### config.mk
export PLATFORM = sky130hd
export DESIGN_NAME = afsk_demodulator_uart_top_flat
export DESIGN_NICKNAME = d
export VERILOG_FILES = /design/src/sv/afsk_du_pkg.sv /design/src/sv/afsk_du_in_if.sv /design/src/sv/afsk_du_out_if.sv /design/src/sv/afsk_du_front.sv /design/src/sv/afsk_du_sync.sv /design/src/sv/afsk_demodulator_uart_top.sv /design/src/flat_wrapper.sv
export SDC_FILE = /design/constraint.sdc
export NUM_CORES = 2
export LEC_CHECK = 0
export BUFFER_PORTS_ARGS = -buffer_cell sky130_fd_sc_hd__buf_2
export CAP_MARGIN = 15
export CORE_ASPECT_RATIO = 0.9
export CORE_MARGIN = 2
export CORE_UTILIZATION = 61
export DETAILED_ROUTE_END_ITERATION = 10
export PLACE_DENSITY = 0.83
export SETUP_SLACK_MARGIN = 0.1
export SYNTH_ARGS = -nofsm -noshare
export SYNTH_HDL_FRONTEND = slang
export SYNTH_SLANG_ARGS = --single-unit
export TNS_END_PERCENT = 1
### constraint.sdc
create_clock -name clk_i -period 9.92 [get_ports clk_i]
set_input_delay 2.976 -clock clk_i [delete_from_list [all_inputs] [get_ports clk_i]]
set_output_delay 2.976 -clock clk_i [all_outputs]
set_load 0.01 [all_outputs]
### src/sv/afsk_du_pkg.sv
package afsk_du_pkg;

  // Default stream and modem settings
  localparam int unsigned AFSK_SAMPLE_RATE = 16000;
  localparam int unsigned AFSK_BAUD_RATE   = 1200;
  localparam int unsigned AFSK_DELAY_TAPS  = 7;

  // Rate correction width; covers +-(32768/50) for every allowed rate pair
  localparam int unsigned RC_W = 12;

  // Deframer bit position codes
  localparam logic [3:0] BIT_HUNT = 4'd15;
  localparam logic [3:0] BIT_STOP = 4'd8;

  // Pipeline handshake control shared by all stages
  typedef struct packed {
    logic adv;   // all stages move one step
    logic take;  // an input transaction enters stage one
  } pipe_ctl_t;

  // Front end output: one tone decision per sample
  typedef struct packed {
    logic        vld;
    logic        dec;
    logic [14:0] peak;
    logic        blk;
  } front_out_t;

  // One result transaction
  typedef struct packed {
    logic        byte_valid;
    logic [7:0]  data_byte;
    logic [14:0] signal_peak;
    logic        block_done;
  } result_t;

endpackage

### src/sv/afsk_du_in_if.sv
interface afsk_du_in_if;
  logic               valid;
  logic               ready;
  logic signed [15:0] sample;
  logic               block_end;

  modport source (output valid, output sample, output block_end, input ready);
  modport sink (input valid, input sample, input block_end, output ready);
endinterface

### src/sv/afsk_du_out_if.sv
interface afsk_du_out_if;
  logic        valid;
  logic        ready;
  logic        byte_valid;
  logic [7:0]  data_byte;
  logic [14:0] signal_peak;
  logic        block_done;

  modport source (output valid, output byte_valid, output data_byte, output signal_peak,
                  output block_done, input ready);
  modport sink (input valid, input byte_valid, input data_byte, input signal_peak,
                input block_done, output ready);
endinterface

### src/sv/afsk_du_front.sv
module afsk_du_front import afsk_du_pkg::*; #(
  parameter int unsigned DELAY_TAPS = AFSK_DELAY_TAPS
) (
  input  logic               clk_i,
  input  logic               rst_ni,
  input  pipe_ctl_t          ctl_i,
  input  logic signed [15:0] sample_i,
  input  logic               block_end_i,
  output front_out_t         front_o
);

  // Stage one state: DC block and peak meter
  logic signed [15:0] x1_q;
  logic signed [20:0] hp_q;
  logic [14:0]        peak_q;

  // Stage one pipeline register
  logic               v1_q;
  logic signed [15:0] s1_q;
  logic [14:0]        pk1_q;
  logic               bk1_q;

  // Stage two state and pipeline register
  logic signed [15:0] dl_q [DELAY_TAPS];
  logic               v2_q;
  logic signed [23:0] pr2_q;
  logic [14:0]        pk2_q;
  logic               bk2_q;

  // Stage three state and pipeline register
  logic signed [23:0] pa_q;
  logic               v3_q;
  logic               dec3_q;
  logic [14:0]        pk3_q;
  logic               bk3_q;

  logic signed [22:0] y_full;
  logic signed [20:0] y;
  logic signed [15:0] s_d;
  logic signed [16:0] abs17;
  logic [14:0]        mag;
  logic [14:0]        peak_d;
  logic signed [31:0] prod32;
  logic signed [24:0] diff25;
  logic signed [24:0] avg25;
  logic signed [23:0] pa_d;

  // DC block, saturate, peak meter
  always_comb begin
    y_full = 23'(sample_i) - 23'(x1_q) + 23'(hp_q) - 23'(hp_q >>> 3);
    y      = y_full[20:0];
    if (y > 21'sd32767) begin
      s_d = 16'sh7FFF;
    end else if (y < -21'sd32768) begin
      s_d = 16'sh8000;
    end else begin
      s_d = y[15:0];
    end
    abs17 = s_d[15] ? -17'(s_d) : 17'(s_d);
    mag   = (abs17 > 17'sd32767) ? 15'h7FFF : abs17[14:0];
    if (mag > peak_q) begin
      peak_d = mag;
    end else if (peak_q != '0) begin
      peak_d = peak_q - ((peak_q >> 10) + 15'd1);
    end else begin
      peak_d = peak_q;
    end
  end

  // Delayed product and first-order average
  always_comb begin
    prod32 = s1_q * dl_q[DELAY_TAPS-1];
    diff25 = 25'(pr2_q) - 25'(pa_q);
    avg25  = 25'(pa_q) + (diff25 >>> 3);
    pa_d   = avg25[23:0];
  end

  // Advance state and pipeline registers
  always_ff @(posedge clk_i or negedge rst_ni) begin
    if (!rst_ni) begin
      x1_q   <= '0;
      hp_q   <= '0;
      peak_q <= '0;
      pa_q   <= '0;
      v1_q   <= 1'b0;
      v2_q   <= 1'b0;
      v3_q   <= 1'b0;
      for (int i = 0; i < DELAY_TAPS; i++) begin
        dl_q[i] <= '0;
      end
    end else if (ctl_i.adv) begin
      v1_q <= ctl_i.take;
      v2_q <= v1_q;
      v3_q <= v2_q;
      if (ctl_i.take) begin
        x1_q   <= sample_i;
        hp_q   <= y;
        peak_q <= peak_d;
      end
      if (v1_q) begin
        dl_q[0] <= s1_q;
        for (int i = 1; i < DELAY_TAPS; i++) begin
          dl_q[i] <= dl_q[i-1];
        end
      end
      if (v2_q) begin
        pa_q <= pa_d;
      end
    end
  end

  // Payload registers
  always_ff @(posedge clk_i) begin
    if (ctl_i.adv) begin
      s1_q   <= s_d;
      pk1_q  <= peak_d;
      bk1_q  <= block_end_i;
      pr2_q  <= prod32[31:8];
      pk2_q  <= pk1_q;
      bk2_q  <= bk1_q;
      dec3_q <= pa_d[23];
      pk3_q  <= pk2_q;
      bk3_q  <= bk2_q;
    end
  end

  assign front_o = '{vld: v3_q, dec: dec3_q, peak: pk3_q, blk: bk3_q};

endmodule

### src/sv/afsk_du_sync.sv
module afsk_du_sync import afsk_du_pkg::*; #(
  parameter int unsigned SAMPLE_RATE = AFSK_SAMPLE_RATE,
  parameter int unsigned BAUD_RATE   = AFSK_BAUD_RATE
) (
  input  logic       clk_i,
  input  logic       rst_ni,
  input  pipe_ctl_t  ctl_i,
  input  front_out_t front_i,
  output result_t    result_o
);

  localparam int unsigned PhInc     = (BAUD_RATE * 65536) / SAMPLE_RATE;
  localparam int unsigned RateLimit = PhInc / 50;
  localparam logic signed [13:0] RcMax = 14'(RateLimit);
  localparam logic signed [13:0] RcMin = -14'(RateLimit);

  logic [15:0]            bp_q, bp_d;
  logic signed [RC_W-1:0] rc_q, rc_d;
  logic                   last_q, last_d;
  logic [7:0]             ones_q, ones_d;
  logic [7:0]             cnt_q, cnt_d;
  logic [3:0]             pos_q, pos_d;
  logic [7:0]             sh_q, sh_d;

  logic [15:0]        ph_add;
  logic signed [16:0] ph17;
  logic signed [16:0] adj;
  logic signed [16:0] corr;
  logic signed [13:0] rc_wide;
  logic               in_win;
  logic               bit_v;
  logic               byte_ok;

  // Bit PLL: advance phase, pull toward each tone transition
  always_comb begin
    ph_add  = bp_q + 16'(PhInc) + 16'(rc_q);
    ph17    = (ph_add > 16'h8000) ? $signed({1'b1, ph_add}) : $signed({1'b0, ph_add});
    adj     = ph17 >>> 2;
    corr    = ph17 >>> 8;
    rc_wide = 14'(rc_q) - 14'(corr);
    bp_d    = ph_add;
    rc_d    = rc_q;
    last_d  = last_q;
    if (front_i.dec != last_q) begin
      bp_d   = ph_add - adj[15:0];
      last_d = front_i.dec;
      if (rc_wide > RcMax) begin
        rc_d = RC_W'(RcMax);
      end else if (rc_wide < RcMin) begin
        rc_d = RC_W'(RcMin);
      end else begin
        rc_d = rc_wide[RC_W-1:0];
      end
    end
  end

  // Majority vote over the middle half of the bit, then deframe
  always_comb begin
    ones_d  = ones_q;
    cnt_d   = cnt_q;
    pos_d   = pos_q;
    sh_d    = sh_q;
    byte_ok = 1'b0;
    if (bp_q[15:14] == 2'b00 && bp_d[15:14] != 2'b00) begin
      ones_d = '0;
      cnt_d  = '0;
    end
    in_win = (bp_d[15:14] == 2'b01) || (bp_d[15:14] == 2'b10);
    if (in_win) begin
      if (front_i.dec && ones_d != 8'hFF) begin
        ones_d = ones_d + 8'd1;
      end
      if (cnt_d != 8'hFF) begin
        cnt_d = cnt_d + 8'd1;
      end
    end
    bit_v = (cnt_d != '0) && ({ones_d, 1'b0} >= {1'b0, cnt_d});
    if (bp_q[15:14] != 2'b11 && bp_d[15:14] == 2'b11) begin
      if (pos_q == BIT_HUNT) begin
        if (!bit_v) begin
          pos_d = '0;
          sh_d  = '0;
        end
      end else if (pos_q < BIT_STOP) begin
        sh_d[pos_q[2:0]] = bit_v;
        pos_d            = pos_q + 4'd1;
      end else begin
        byte_ok = bit_v;
        pos_d   = BIT_HUNT;
      end
    end
  end

  // Hold state between samples
  always_ff @(posedge clk_i or negedge rst_ni) begin
    if (!rst_ni) begin
      bp_q   <= '0;
      rc_q   <= '0;
      last_q <= 1'b1;
      ones_q <= '0;
      cnt_q  <= '0;
      pos_q  <= BIT_HUNT;
      sh_q   <= '0;
    end else if (ctl_i.adv && front_i.vld) begin
      bp_q   <= bp_d;
      rc_q   <= rc_d;
      last_q <= last_d;
      ones_q <= ones_d;
      cnt_q  <= cnt_d;
      pos_q  <= pos_d;
      sh_q   <= sh_d;
    end
  end

  assign result_o = '{byte_valid:  byte_ok,
                      data_byte:   byte_ok ? sh_q : 8'h00,
                      signal_peak: front_i.peak,
                      block_done:  front_i.blk};

  a_rc_bound: assert property (@(posedge clk_i) disable iff (!rst_ni)
    (14'(rc_q) <= RcMax) && (14'(rc_q) >= RcMin))
    else $error("rate correction outside its clamp");

  a_pos_range: assert property (@(posedge clk_i) disable iff (!rst_ni)
    (pos_q == BIT_HUNT) || (pos_q <= BIT_STOP))
    else $error("deframer bit position out of range");

  a_byte_at_stop: assert property (@(posedge clk_i) disable iff (!rst_ni)
    front_i.vld && byte_ok |-> pos_q == BIT_STOP)
    else $error("byte delivered outside the stop bit");

endmodule

### src/sv/afsk_demodulator_uart_top.sv
// Bell 202 style AFSK receiver: one signed 16-bit audio sample per input transaction, one
// result transaction per sample carrying the peak level and, when a stop bit closes an 8N1
// frame, the received byte. The block takes a sample every clock cycle while the output is
// not stalled; each result is registered through four register stages (DC block and
// peak meter, delayed product, product average, bit PLL with deframer into the output
// register), the first of which loads on the accepting edge. The input stalls only while a
// finished result sits in the output register and is not taken. Back-pressure stalls the whole
// pipeline, so no byte is ever dropped; block_end travels through as block_done.
module afsk_demodulator_uart_top import afsk_du_pkg::*; #(
  parameter int unsigned SAMPLE_RATE = AFSK_SAMPLE_RATE,
  parameter int unsigned BAUD_RATE   = AFSK_BAUD_RATE,
  parameter int unsigned DELAY_TAPS  = AFSK_DELAY_TAPS
) (
  input  logic                 clk_i,
  input  logic                 rst_ni,
  afsk_du_in_if.sink           sample_i,
  afsk_du_out_if.source        result_o
);

  pipe_ctl_t  ctl;
  front_out_t front;
  result_t    res_d, res_q;
  logic       ovld_q;

  // Advance whenever the output register is free or being emptied
  assign ctl.adv  = !ovld_q || result_o.ready;
  assign ctl.take = sample_i.valid && ctl.adv;
  assign sample_i.ready = ctl.adv;

  afsk_du_front #(
    .DELAY_TAPS (DELAY_TAPS)
  ) u_front (
    .clk_i       (clk_i),
    .rst_ni      (rst_ni),
    .ctl_i       (ctl),
    .sample_i    (sample_i.sample),
    .block_end_i (sample_i.block_end),
    .front_o     (front)
  );

  afsk_du_sync #(
    .SAMPLE_RATE (SAMPLE_RATE),
    .BAUD_RATE   (BAUD_RATE)
  ) u_sync (
    .clk_i    (clk_i),
    .rst_ni   (rst_ni),
    .ctl_i    (ctl),
    .front_i  (front),
    .result_o (res_d)
  );

  // Output register
  always_ff @(posedge clk_i or negedge rst_ni) begin
    if (!rst_ni) begin
      ovld_q <= 1'b0;
    end else if (ctl.adv) begin
      ovld_q <= front.vld;
    end
  end

  always_ff @(posedge clk_i) begin
    if (ctl.adv) begin
      res_q <= res_d;
    end
  end

  assign result_o.valid       = ovld_q;
  assign result_o.byte_valid  = res_q.byte_valid;
  assign result_o.data_byte   = res_q.data_byte;
  assign result_o.signal_peak = res_q.signal_peak;
  assign result_o.block_done  = res_q.block_done;

  a_ready_when_empty: assert property (@(posedge clk_i) disable iff (!rst_ni)
    !ovld_q |-> sample_i.ready)
    else $error("input stalled with an empty output register");

  a_stall_cause: assert property (@(posedge clk_i) disable iff (!rst_ni)
    !sample_i.ready |-> result_o.valid && !result_o.ready)
    else $error("input stalled without a blocked result");

  a_byte_zero: assert property (@(posedge clk_i) disable iff (!rst_ni)
    result_o.valid && !result_o.byte_valid |-> result_o.data_byte == 8'h00)
    else $error("data byte not cleared without a byte");

endmodule
### src/flat_wrapper.sv
// flat-port wrapper written by rule: the top's interface ports become plain ports
module afsk_demodulator_uart_top_flat import afsk_du_pkg::*;
#(
  parameter int unsigned SAMPLE_RATE = AFSK_SAMPLE_RATE,
  parameter int unsigned BAUD_RATE   = AFSK_BAUD_RATE,
  parameter int unsigned DELAY_TAPS  = AFSK_DELAY_TAPS
)
  (clk_i, rst_ni, sample_i_valid, sample_i_sample, sample_i_block_end, sample_i_ready, result_o_valid, result_o_byte_valid, result_o_data_byte, result_o_signal_peak, result_o_block_done, result_o_ready);
  afsk_du_in_if sample_i_i ();
  afsk_du_out_if result_o_i ();
  input  logic clk_i;
  input  logic rst_ni;
  input wire logic [$bits(sample_i_i.valid)-1:0] sample_i_valid;
  input wire logic [$bits(sample_i_i.sample)-1:0] sample_i_sample;
  input wire logic [$bits(sample_i_i.block_end)-1:0] sample_i_block_end;
  output wire logic [$bits(sample_i_i.ready)-1:0] sample_i_ready;
  output wire logic [$bits(result_o_i.valid)-1:0] result_o_valid;
  output wire logic [$bits(result_o_i.byte_valid)-1:0] result_o_byte_valid;
  output wire logic [$bits(result_o_i.data_byte)-1:0] result_o_data_byte;
  output wire logic [$bits(result_o_i.signal_peak)-1:0] result_o_signal_peak;
  output wire logic [$bits(result_o_i.block_done)-1:0] result_o_block_done;
  input wire logic [$bits(result_o_i.ready)-1:0] result_o_ready;
  assign sample_i_i.valid = sample_i_valid;
  assign sample_i_i.sample = sample_i_sample;
  assign sample_i_i.block_end = sample_i_block_end;
  assign sample_i_ready = sample_i_i.ready;
  assign result_o_valid = result_o_i.valid;
  assign result_o_byte_valid = result_o_i.byte_valid;
  assign result_o_data_byte = result_o_i.data_byte;
  assign result_o_signal_peak = result_o_i.signal_peak;
  assign result_o_block_done = result_o_i.block_done;
  assign result_o_i.ready = result_o_ready;
  afsk_demodulator_uart_top #(.SAMPLE_RATE(SAMPLE_RATE), .BAUD_RATE(BAUD_RATE), .DELAY_TAPS(DELAY_TAPS)) u_core (.clk_i(clk_i), .rst_ni(rst_ni), .sample_i(sample_i_i), .result_o(result_o_i));
endmodule
Word level (Yosys, flattened, before mapping):

Index checks and enable logic that the tools add are counted.

* bits in registers: 363
* bits in latches: 0
* memory bits (writable): 0
* bits in read-only memories: 0
* input bits: 21
* output and inout bits: 27
* logic and storage cells: 120
* memories: 0

* $add $sub $neg: 15
* multiply operators: 1
* div/mod/pow operators: 0
* order comparisons: 11
* eq/ne operators: 9
* shift-type cells: 0
* muxes and demuxes: 28
* bitwise operators: 0
* reductions and logical operators: 21

Operator list (count)
* 8-bit 2-to-1 mux: 9
* 16-bit 2-to-1 mux: 3
* 15-bit 2-to-1 mux: 3
* 17-bit 2-to-1 mux: 2
* 16-bit by 16-bit multiplier with 32-bit output: 1
* 24-bit by 24-bit subtractor with 25-bit output: 1
* 24-bit by 22-bit adder with 24-bit output: 1
* 12-bit 2-to-1 mux: 2
* 17-bit by 21-bit adder with 21-bit output: 1
* 21-bit by 16-bit greater-than comparator with 1-bit output (second input constant): 1
* 21-bit by 16-bit less-than comparator with 1-bit output (second input constant): 1
* 21-bit by 18-bit subtractor with 21-bit output: 1
* 17-bit by 16-bit greater-than comparator with 1-bit output (second input constant): 1
* 16-bit negator with 17-bit output: 1
* 16-bit by 16-bit subtractor with 17-bit output: 1
* 16-bit by 13-bit adder with 16-bit output (second input constant): 1
* 16-bit adder: 1
* 8-bit by 1-bit adder with 8-bit output (second input constant): 2
* 16-bit greater-than comparator (second input constant): 1
* 8-bit != test (second input constant): 2
* 16-bit subtractor: 1
* 15-bit greater-than comparator: 1
* 15-bit nonzero test: 1
* 15-bit by 6-bit subtractor with 15-bit output: 1
* other kinds (27): 45

Logic depth before layout (Yosys ltp):

* depth after elaboration: 18
* depth in mapped cells: 42
* mapped depth without buffers: 40

Hierarchy:

From an unflattened synthesis, not the netlist that was laid out.

* cell total of the unflattened synthesis: 3191
* area, all modules: 31506.5 um^2

By module, submodules not included
* afsk_du_front: times used 1, cells each 2417, area an instance 24785.0 um^2, seq. area each 7452.1 um^2
* afsk_du_sync: times used 1, cells each 745, area an instance 5916.9 um^2, seq. area each 1432.6 um^2
* afsk_demodulator_uart_top: times used 1, cells each 29, area an instance 804.5 um^2, seq. area each 775.7 um^2

Worst setup path before layout:

OpenSTA, ideal clock, no wires.

* path type: input to register
* from: input port sample_i_sample[0]
* to: register u_core.u_front.pk1_q[7] (data pin)
* setup time: 0.271 ns
* arrival: 9.853 ns
* data required time: 9.649 ns
* setup slack: -0.203 ns
* stages: 34
* buffers on the path: 2
* cell sequence: fa_1 > inv_1 > fa_1 > inv_1 > ha_1 > inv_1 > fa_1 > nor2b_1 > o31ai_1 > a211o_1 > a211oi_1 > a2111oi_4 > or2_1 > o31ai_2 > o21ai_1 > inv_1 > ha_1 > nand3_1 > nor2_1 > nand2_1 > nor4b_1 > a221o_1 > xor2_1 > nand2_1 > ha_1 > nor2b_1 > o21ai_0 > nand2b_1 > a21oi_1 > nor2_1 > o31ai_2 > clkbuf_1 > buf_1 > mux2i_1

* longest elaborated chain between the ends: 12
* elaborated cells between the ends (all ways): 13
* those cells by class: add/sub (4); order compare (4); mux (5)

RTL lines
* start, declared: RTL line flat_wrapper.sv:14 `input wire logic [$bits(sample_i_i.sample)-1:0] sample_i_sample;`
* 16-bit by 16-bit subtractor with 17-bit output *: RTL line afsk_du_front.sv:50 `y_full = 23'(sample_i) - 23'(x1_q) + 23'(hp_q) - 23'(hp_q >>> 3);`
* 17-bit by 21-bit adder with 21-bit output *: RTL line afsk_du_front.sv:50
* 21-bit by 18-bit subtractor with 21-bit output *: RTL line afsk_du_front.sv:50
* 21-bit by 16-bit less-than comparator with 1-bit output: RTL line afsk_du_front.sv:54 `end else if (y < -21'sd32768) begin`
* 16-bit 2-to-1 mux: RTL line afsk_du_front.sv:54
* 16-bit 2-to-1 mux *: RTL line afsk_du_front.sv:52 `if (y > 21'sd32767) begin`
* 16-bit negator with 17-bit output: RTL line afsk_du_front.sv:59 `abs17 = s_d[15] ? -17'(s_d) : 17'(s_d);`
* 17-bit 2-to-1 mux *: RTL line afsk_du_front.sv:59
* via u_core.u_front.abs17[0]: RTL line afsk_du_front.sv:40 `logic signed [16:0] abs17;`
* 17-bit by 16-bit greater-than comparator with 1-bit output: RTL line afsk_du_front.sv:60 `mag = (abs17 > 17'sd32767) ? 15'h7FFF : abs17[14:0];`
* 15-bit 2-to-1 mux *: RTL line afsk_du_front.sv:60
* 15-bit greater-than comparator: RTL line afsk_du_front.sv:61 `if (mag > peak_q) begin`
* 15-bit 2-to-1 mux *: RTL line afsk_du_front.sv:61
* via u_core.u_front.peak_d[7]: RTL line afsk_du_front.sv:42 `logic [14:0] peak_d;`
* end signal, assigned: RTL line afsk_du_front.sv:116 `pk1_q <= peak_d;`
* end, declared: RTL line afsk_du_front.sv:20 `logic [14:0] pk1_q;`

Mark *: on every way through the listed nets, which the timed path passes. The rest lies on a longest branch.
A chain may end at the register's enable or synchronous reset.

Worst setup path after layout:

* from: input port sample_i_sample[0]
* to: register u_core.u_front.peak_q[1]

* longest elaborated chain between the ends: 12
* elaborated cells between the ends (all ways): 13
* those cells by class: add/sub (4); order compare (4); mux (5)

RTL lines
* 16-bit by 16-bit subtractor with 17-bit output *: RTL line afsk_du_front.sv:50
* 17-bit by 21-bit adder with 21-bit output *: RTL line afsk_du_front.sv:50
* 21-bit by 18-bit subtractor with 21-bit output *: RTL line afsk_du_front.sv:50
* 21-bit by 16-bit less-than comparator with 1-bit output: RTL line afsk_du_front.sv:54
* 16-bit 2-to-1 mux: RTL line afsk_du_front.sv:54
* 16-bit 2-to-1 mux *: RTL line afsk_du_front.sv:52
* 16-bit negator with 17-bit output: RTL line afsk_du_front.sv:59
* 17-bit 2-to-1 mux *: RTL line afsk_du_front.sv:59
* via u_core.u_front.abs17[0]: RTL line afsk_du_front.sv:40
* 17-bit by 16-bit greater-than comparator with 1-bit output: RTL line afsk_du_front.sv:60
* 15-bit 2-to-1 mux *: RTL line afsk_du_front.sv:60
* 15-bit greater-than comparator: RTL line afsk_du_front.sv:61
* 15-bit 2-to-1 mux *: RTL line afsk_du_front.sv:61
* via u_core.u_front.peak_d[1]: RTL line afsk_du_front.sv:42
* end signal, assigned: RTL line afsk_du_front.sv:98 `peak_q <= peak_d;`
* end, declared: RTL line afsk_du_front.sv:15 `logic [14:0] peak_q;`

Marks and branches as above.

==> run summary <==
- 15 — largest driver fanout on the critical path
- 0.0247 ns — worst-case clock skew
- 363 — post-synthesis sequential element count
- 22,500 — number of vias in the routed layout
- sky130_fd_sc_hd__inv_1, sky130_fd_sc_hd__nand2_1, sky130_fd_sc_hd__fa_1 — most instantiated cells after synthesis
- 10.8% — area fraction in compound gates after synthesis
- 68.8 mm — detailed-route wire length
- 363 — Sink Count
- 0 — max-slew violation total from the final report
- 48 — num ports
- 0 — count of final setup violators
- 67.3% — final cell utilization of the core
- 1 — number of antenna violations at the first check in global routing
- 3,678 — filler instances
- finished, final reports clean — outcome
- 30,900 sq um — synthesized area
- 78 — Cell Rows
- 9.43 ns — final critical delay including setup and external delays
- u_core.u_sync.rc_q[1] — startpoint of the worst register-to-register path
- 0.930 — placer's final routability congestion estimate
- 17.7 um — Routed WL per cell
- 0 — worst hold path stage count
- 0 — number of design rule violations left after detail routing
- 4.09% — Post-Synth XOR/XNOR Area
- 51.8 mm — DPL Wire Length
- 114 — number of flops mapped to enable cells by yosys
- 68.6% — Post-synth ARST share
- u_core.u_front.pk3_q[0] — hold path startpoint
- 0.940 ns — transition at the pin with the smallest max-transition slack
- 3 — Max Buffers Root-to-Sink
- 40 — clock buffers created by TritonCTS
- 3,089 — cells after synthesis
- 0.96 ns — setup slack of the most critical reg-to-reg path
- 27.6% — GR Util All Layers
- register — endpoint class of the critical path
- 24,200 — number of global-route vias before repair
- reg2reg — class of the most critical hold timing path
- 31.2% — sequential area share after synthesis
- 37.4% — normalized max-slew margin
- sky130_fd_sc_hd__inv_1 — Critical Path Most Common Cell
- 218 um — Die Ht
- 0 — Fin. Hold Viols
- 0 — number of nets with antenna violations after routing
- 61.6% — initial standard-cell utilization of the core
- 47 — port bufs
- 50,300 sq um — Core ar.
- 9.22% — signed area change from the synthesized netlist to the final layout
- 95.1% — final period utilization
- sky130_fd_sc_hd__dfrtp_1 — Synth Flop Type
- 129 — largest net degree at the start of global routing
- u_core.result_o.signal_peak[0] — Hold Crit Endpoint
- 10.0 sq um — mean post-synth cell area
- 4.84% — multiplexer share of the synthesized area
- sky130_fd_sc_hd__fa_1 — slowest cell on the critical path
- 117 mm — first-pass GRT wire length
- 7 — buffering stage count on the worst path with inverters included
- -0.380 ns — worst slack at placement
- 0 — overflow left after global routing
- 2 — number of H-tree levels
- 37 — Register-to-Register Path Depth
- 0.53 ns — maximum single-stage delay on the critical path
- 3,733 — net count of the finished layout
- 241 um — horizontal extent of the die
- 0 — max-cap viol count
- 29.2% — adder-cell share of the synthesized area
- 19.7% — fraction of synthesized cell area taken by the top area cell type
- 13.0% — Post-Synth Simple-Gate Area
- 5.78 — number of vias per cell after detailed routing
- 0 — Synthesis Warnings
- adder cells — CP top delay family
- sky130_fd_sc_hd__clkbuf_16 — buffer type at the clock tree root
- sky130_fd_sc_hd__fa_1, sky130_fd_sc_hd__dfrtp_1, sky130_fd_sc_hd__edfxtp_1, sky130_fd_sc_hd__ha_1, sky130_fd_sc_hd__inv_1 — largest cells by area after synthesis
- 0.59 ns — Clk Latency, worst-skew pair
- input pin — category of the worst setup path launch point
- 0.06 ns — CTS clk-pin slew, worst paths
- sky130_fd_sc_hd__inv_1 — most numerous cell in the Yosys netlist
- sky130_fd_sc_hd__fa_1 — leading area contributor after synthesis
- 91 — library cells used by synthesis
- 9.89 ns — arrival time of data at the critical path endpoint
- true — RSZ-0062 raised after global routing
- 0.490 ns — final setup margin
- 0 — post-cts hold buffer count
- 0.106 GHz — Max Freq
- done — clock tree from TritonCTS
- 7 — number of detailed-route iterations in the first pass
- adder cells — main combinational cell family by area after synthesis
- 3,650 — Net Count, Synth
- 10.38 ns — critical path data required time
- 52,600 sq um — overall die area
- 36 — CP Depth
- u_core.result_o.data_byte[0] — Critical R2R Capture
- 1,713 — number of DRC markers in iteration 0
- in2reg — critical path type
- 11.9% — share of final-layout standard cells stronger than drive strength 1
- sample_i_sample[0] — launching element of the worst setup path
[through the flow]
stage          area, sq um  cells  hold WS [ns]  TNS [ns]
2_1_floorplan        31000   3089         0.400         0
3_3_place_gp         32400   3809         0.400     -4.05
3_5_place_dp         32400   3809         0.405     -7.93
4_1_cts              33800   3882         0.418         0
5_1_grt              33800   3883         0.420         0
6_report             33800   3884         0.415         0
[cells by family after synthesis]
kind of cell	count (synthesis)
buf+inv	559
simple gates	831
compound gates	520
flops	363
mux	134
xor+xnor	142
fa+ha+maj	540
[cell type report]
type / instances / area, sq um / share of cell area (%)
multi-input combinational: 2167 / 19200 / 56.8
inverter: 458 / 1720 / 5.09
sequential: 363 / 9660 / 28.6
antenna: 1 / 2.50 / 0.00740
timing repair buffer: 142 / 983 / 2.91
clock buffer: 52 / 1140 / 3.37
tap: 680 / 851 / 2.52
clock inverter: 21 / 233 / 0.689
[routing by layer]
| metal | wire length, um | GRT usage (%) | up-vias | share of wire [%] |
|---|---|---|---|---|
| li1 | - | - | 10400 | - |
| met3 | 4100 | 4.24 | 195 | 5.9 |
| met1 | 28700 | 35.6 | 11100 | 42 |
| met2 | 33800 | 47.3 | 746 | 49 |
| met5 | 0 | 0 | - | 0 |
| met4 | 2200 | 9.96 | 0 | 3.2 |
[cell usage in the layout (no fill, tap or decap), types with 10 or more instances in the layout]
master                      count
sky130_fd_sc_hd__a211oi_1      18
sky130_fd_sc_hd__nor2b_1       24
sky130_fd_sc_hd__nand2_1      343
sky130_fd_sc_hd__nand2b_1      29
sky130_fd_sc_hd__fa_1         305
sky130_fd_sc_hd__a21o_1        40
sky130_fd_sc_hd__o21ai_0      163
sky130_fd_sc_hd__or3_1         16
sky130_fd_sc_hd__clkbuf_16     42
sky130_fd_sc_hd__mux2_2       125
sky130_fd_sc_hd__nand3_1       40
sky130_fd_sc_hd__o21a_1        36
sky130_fd_sc_hd__inv_1        457
sky130_fd_sc_hd__buf_2         46
sky130_fd_sc_hd__nor3_1        55
sky130_fd_sc_hd__nand4_1       22
sky130_fd_sc_hd__nor2_1       118
sky130_fd_sc_hd__a21oi_1      120
sky130_fd_sc_hd__xnor2_1       88
sky130_fd_sc_hd__and3_1        15
sky130_fd_sc_hd__dfrtp_1      244
sky130_fd_sc_hd__ha_1         235
sky130_fd_sc_hd__o211ai_1      15
sky130_fd_sc_hd__a22oi_1       10
sky130_fd_sc_hd__buf_4         93
sky130_fd_sc_hd__and2_1       114
sky130_fd_sc_hd__xor2_1        51
sky130_fd_sc_hd__edfxtp_1     114
sky130_fd_sc_hd__a31oi_1       14
[registers in the layout, indices dropped and copies added (netlist names), 16 cells and up]
name,flops
u_core.u_front.dl_q,112
u_core.u_sync.bp_q,16
u_core.u_front.pa_q,24
u_core.u_front.pr2_q,24
u_core.u_front.s1_q,16
u_core.u_front.x1_q,16
u_core.u_front.hp_q,21
[how the worst max path moves through the flow]
stage	end	slack, ns
final	u_core.u_front.peak_q[1]	0.49
after global routing	u_core.u_front.peak_q[1]	0.03
after CTS	u_core.u_front.pk1_q[9]	0.20
after detailed placement	u_core.u_front.pk1_q[9]	-0.38
after global placement	u_core.u_front.peak_q[0]	-0.22
after floorplan	u_core.u_front.pk1_q[7]	0.06
[what timing repair did]
item                                    in CTS  in global routing
resized for setup                            0                  2
endpoints found under the setup margin       0                 39
setup buffers                                0                  1
Power is not shown: default switching activity piles up to over one toggle a cycle in this logic, so the estimate is an artifact.
